[src/midi_loop_phrase_player_defines.svh]
`ifndef MIDI_LOOP_PHRASE_PLAYER_DEFINES_SVH
`define MIDI_LOOP_PHRASE_PLAYER_DEFINES_SVH

// same-cycle implication check
`define MLPP_ASSERT_IMP(label, clk, rst, ante, cons) \
   label: assert property (@(posedge clk) disable iff (rst) (ante) |-> (cons)) \
      else $error("same-cycle check failed");

// next-cycle implication check
`define MLPP_ASSERT_NEXT(label, clk, rst, ante, cons) \
   label: assert property (@(posedge clk) disable iff (rst) (ante) |=> (cons)) \
      else $error("next-cycle check failed");

`endif

[src/mlpp_pkg.sv]
`default_nettype none
package mlpp_pkg;
   localparam int TICKS_PER_QUARTER_DEF = 24;
   localparam int EVENT_CAPACITY_DEF    = 1024;
   localparam int RECORD_CAPACITY_DEF   = 256;
   localparam int HELD_LIMIT_DEF        = 32;
   localparam int SLOT_LIMIT_DEF        = 16;
   localparam int QUEUE_DEPTH           = 4;

   localparam int CLOCK_W = 15;
   localparam int EVT_W   = 37;
   localparam int NOTES   = 128;
   localparam int COUNT_W = 6;
   localparam int CSR_W   = 5;

   localparam logic [15:0]        LEN_MAX     = 16'd32768;
   localparam logic [3:0]         HI_NOTE_OFF = 4'h8;
   localparam logic [3:0]         HI_NOTE_ON  = 4'h9;
   localparam logic [6:0]         RELEASE_VEL = 7'h7f;
   localparam logic [COUNT_W-1:0] COUNT_MAX   = 6'd63;

   localparam logic [1:0] CSR_BEATS   = 2'd0;
   localparam logic [1:0] CSR_UNIT    = 2'd1;
   localparam logic [1:0] CSR_BARS    = 2'd2;
   localparam logic [1:0] CSR_CHANNEL = 2'd3;

   typedef enum logic [2:0] {
      CMD_TICK   = 3'd0,
      CMD_PLAY   = 3'd1,
      CMD_PAUSE  = 3'd2,
      CMD_STOP   = 3'd3,
      CMD_RECORD = 3'd4,
      CMD_CLEAR  = 3'd5
   } cmd_type;

   typedef enum logic [1:0] {
      KIND_RELEASE  = 2'd0,
      KIND_EVENT    = 2'd1,
      KIND_POSITION = 2'd2
   } kind_type;

   typedef enum logic [1:0] {
      TR_STOPPED = 2'd0,
      TR_PLAYING = 2'd1,
      TR_PAUSED  = 2'd2
   } transport_type;

   typedef struct packed {
      cmd_type    cmd;
      logic [7:0] status;
      logic [6:0] data_one;
      logic [6:0] data_two;
   } item_type;

   typedef struct packed {
      logic     valid;
      item_type item;
   } queue_out_type;
endpackage
`default_nettype wire

[src/mlpp_front.sv]
`default_nettype none
module mlpp_front import mlpp_pkg::*; (
   input  wire logic          clock,
   input  wire logic          reset,
   input  wire logic          req_valid,
   output logic               req_stall,
   input  wire logic [2:0]    req_mode,
   input  wire logic [7:0]    req_status_byte,
   input  wire logic [6:0]    req_data_one,
   input  wire logic [6:0]    req_data_two,
   output queue_out_type      q_out,
   input  wire logic          q_pop
);
   localparam int QAW = $clog2(QUEUE_DEPTH);
   localparam int QCW = $clog2(QUEUE_DEPTH + 1);

   item_type         entries_ff [QUEUE_DEPTH];
   item_type         entry_in;
   logic [QAW-1:0]   wp_ff, wp_in, rp_ff, rp_in;
   logic [QCW-1:0]   cnt_ff, cnt_in;
   logic             known;
   logic             push;

   // classify the command; unknown modes are dropped here
   always_comb begin
      known    = 1'b1;
      entry_in = '{cmd: CMD_TICK, status: req_status_byte,
                   data_one: req_data_one, data_two: req_data_two};
      unique case (req_mode)
         CMD_TICK:   entry_in.cmd = CMD_TICK;
         CMD_PLAY:   entry_in.cmd = CMD_PLAY;
         CMD_PAUSE:  entry_in.cmd = CMD_PAUSE;
         CMD_STOP:   entry_in.cmd = CMD_STOP;
         CMD_RECORD: entry_in.cmd = CMD_RECORD;
         CMD_CLEAR:  entry_in.cmd = CMD_CLEAR;
         default:    known = 1'b0;
      endcase
   end

   assign req_stall = (cnt_ff == QCW'(QUEUE_DEPTH));
   assign push      = req_valid && !req_stall && known;

   always_comb begin
      wp_in  = wp_ff;
      rp_in  = rp_ff;
      cnt_in = cnt_ff;
      if (push) begin
         wp_in = (wp_ff == QAW'(QUEUE_DEPTH - 1)) ? '0 : wp_ff + 1'b1;
      end
      if (q_pop) begin
         rp_in = (rp_ff == QAW'(QUEUE_DEPTH - 1)) ? '0 : rp_ff + 1'b1;
      end
      if (push && !q_pop) begin
         cnt_in = cnt_ff + 1'b1;
      end else if (!push && q_pop) begin
         cnt_in = cnt_ff - 1'b1;
      end
   end

   always_ff @(posedge clock) begin
      if (reset) begin
         wp_ff  <= '0;
         rp_ff  <= '0;
         cnt_ff <= '0;
      end else begin
         wp_ff  <= wp_in;
         rp_ff  <= rp_in;
         cnt_ff <= cnt_in;
      end
   end

   always_ff @(posedge clock) begin
      if (push) begin
         entries_ff[wp_ff] <= entry_in;
      end
   end

   assign q_out.valid = (cnt_ff != '0);
   assign q_out.item  = entries_ff[rp_ff];
endmodule
`default_nettype wire

[config.mk]
export PLATFORM = sky130hd
export DESIGN_NAME = mlpp_front
export DESIGN_NICKNAME = d
export VERILOG_FILES = /design/src/midi_loop_phrase_player_defines.svh /design/src/mlpp_pkg.sv /design/src/mlpp_front.sv
export SDC_FILE = /design/constraint.sdc
export NUM_CORES = 1
export LEC_CHECK = 0
export ABC_AREA = 1
export BUFFER_PORTS_ARGS = -buffer_cell sky130_fd_sc_hd__clkbuf_2
export CAP_MARGIN = 0
export CORE_UTILIZATION = 45
export DETAILED_ROUTE_END_ITERATION = 10
export PLACE_DENSITY = 0.72
export SLEW_MARGIN = 20
export SYNTH_ARGS = -nofsm -noshare
export SYNTH_HDL_FRONTEND = slang
export SYNTH_SLANG_ARGS = --single-unit
[constraint.sdc]
create_clock -name clock -period 2.7 [get_ports clock]
set_input_delay 0.405 -clock clock [delete_from_list [all_inputs] [get_ports clock]]
set_output_delay 0.405 -clock clock [all_outputs]
set_load 0.02 [all_outputs]
==> qor.yml <==
status:
  status: "complete, no violations"
finish:
  multi_input_area_um2: 912
  seq_area_mm2: 0.00318
  drive_above_1_share_pct: 25.3
  num-fill-cells: 794
  nets: 410
  syn2layout_area_growth_pct: 13.9
  diodes: 0
clocking:
  path_clk_slew_ns: 0.09
  post-cts-setup-buffers: 0
  cts_resized: 0
  clock_path_buffers: 2
  cts_tree: "done"
  htree_levels: 3
  cts_sinks: 109
  insertion_delay_ns: 0.35
  holdBufCountCts: 0
  numCtsBuffers: 9
  cts-root-buf: "clkbuf_8"
logic_synthesis:
  synth_top_area_share_pct: 69.8
  synth_nets: 352
  ys_ff_latch: 109
  syn_area_mm2: 0.00430
  synth.distinct_cells: 22
  ys_seq_area_share_pct: 74.0
  yosys.area.top_type: "edfxtp_1"
  syn_avg_cell_area_um2: 13.6
  yosys_warnings: 0
  syn-instance-count: 316
  synthTopCellsByArea: "edfxtp_1, nor2_1, dfxtp_1, o22ai_1, o21ai_1"
detailed_routing:
  routed_wirelength_um: 7590
  dr.first_iter.drc_count: 121
  vias: 2551
  wl_per_cell_um: 14.9
  post-route-drc-count: 0
  drtAntennaViolNets: 0
  dr.pass1.iters: 4
  viasPerCell: 5.02
pwr:
  ir_drop_mv: 0.389
  power_density_mw_per_mm2: 695
  power.leakage_nw: 1.80
  power.total_mw: 3.41
die:
  start_util_pct: 46.6
  die_w_um: 99.8
  ios: 56
  die_h_um: 99.8
  rows: 35
  die-area_mm2: 0.00995
  core_area_mm2: 0.00924
sta:
  fmax_mhz: 425
  min_period_over_period_pct: 87.2
  hold_viol_final: 0
  final-setup-viol-count: 0
  setup_slack_ns: 0.345
  worst_slew_pin_slew_ns: 0.600
  finalHoldWorstSlack_ns: 0.229
  finClkSkew_ns: 0.00332
  grt_setup_unrepaired: "false"
  setup_tns_ns: 0
  period_needed_ns: 2.35
  slew_headroom_pct: 59.9
  slew_viol_final: 0
min_path:
  hp-class: "in -> reg"
  hold_path_depth: 2
global_route:
  grt_overflow: 0
  grt_start_max_net_pins: 51
  grt_usage_pct: 16.5
  grt_pass1_wl_um: 12200
  grt_pass1_vias: 2521
  grt_antenna_before_repair: 0
place:
  post-place-ws_ns: 0.612
  hpwl_um: 4720
  portBuffers: 55
  gp_congestion: 0.724
worst_setup_path:
  critical_path_arrival_ns: 1.95
  end_kind: "primary output"
  crit_path_start_kind: "flip-flop"
  path_class: "reg -> out"
  reg2reg_depth: 13
  cp_max_fo: 36
  critPathRequiredTime_ns: 2.30
flow_run:
  drv_cap: 0
==> area by class of cell <==
class / instances / share of cell area, %
sequential: 109 / 65.0
multi-input combinational: 169 / 18.6
timing repair buffer: 62 / 7.45
tap: 129 / 3.29
clock buffer: 10 / 2.60
inverter: 23 / 1.81
clock inverter: 6 / 1.25
==> placed cells by master (no fill, tap or decap), types with 2 or more instances in the layout <==
cell type / count
nor2_1: 58
o22ai_1: 25
clkinv_2: 2
dfxtp_1: 8
a21oi_1: 5
buf_12: 3
nand2_1: 8
nor2_2: 4
o21ai_1: 23
o21ai_2: 12
o21ai_0: 18
ha_1: 6
inv_1: 21
clkbuf_8: 9
edfxtp_1: 100
nand3_1: 5
buf_4: 4
clkbuf_2: 55
==> power by group <==
group,total (mW),internal (mW),switching [mW]
Sequential,1.98,1.94,0.0351
Combinational,0.504,0.162,0.342
Clock,0.927,0.428,0.499
Total,3.41,2.53,0.876
==> worst max-delay path, cell delays in order, from the launching register on <==
cell	delay, ns
dfxtp_2	0.52
buf_4	0.41
o21ai_0	0.13
o22ai_1	0.30
clkbuf_2	0.23
==> layer usage <==
| metal | global-route usage (%) | part of all wire, % | vias up |
|---|---|---|---|
| li1 | - | - | 1255 |
| met1 | 20.0 | 44 | 1234 |
| met2 | 29.1 | 51 | 57 |
| met3 | 4.32 | 4.0 | 5 |
| met4 | 4.41 | 0.80 | 0 |
| met5 | 0 | 0 | - |
==> state kept, by name, summed over array words and instances, names as in the netlist, named ones only <==
| signal | count |
|---|---|
| rp_ff | 2 |
| entries_ff | 100 |
| wp_ff | 2 |
| cnt_ff | 3 |
==> logic make-up after synthesis <==
kind of cell	count (synthesis)	synth area share [%]
compound gates	85	11.8
fa+ha+maj	7	2.21
buf+inv	38	5.03
flops	109	74.0
simple gates	77	6.95
==> path summary, 6_finish.rpt <==
kind / start / to / slack (ns)
worst min register to register: cnt_ff[1] / cnt_ff[1] / 0.53
worst min-delay path: reset / flip-flop / 0.23
worst max-delay path: flip-flop / q_out[23] / 0.35
worst max register to register: cnt_ff[0] / cnt_ff[2] / 0.67
==> Yosys cell counts <==
cell and n:
edfxtp_1 100, nor2_1 62, o22ai_1 25, o21ai_1 23, inv_1 21, o21ai_0 18
o21ai_2 12, dfxtp_1 9, nand2_1 8, buf_4 6, buf_6 6, ha_1 6
a21oi_1 5, nand3_1 5, buf_2 3, a21boi_0 1, a21oi_2 1, fa_1 1
inv_2 1, inv_4 1, nand4_1 1, nor3_1 1
==> metrics by stage <==
step / utilization (%) / cells / cell area [um^2]
3_5_place_dp: 51.0 / 492 / 4710
4_1_cts: 53.0 / 508 / 4900
6_report: 53.0 / 508 / 4900
2_1_floorplan: - / 316 / 4300
3_3_place_gp: 51.0 / 492 / 4710
5_1_grt: 53.0 / 508 / 4900
No activity file was read; power rests on OpenSTA's default activity.
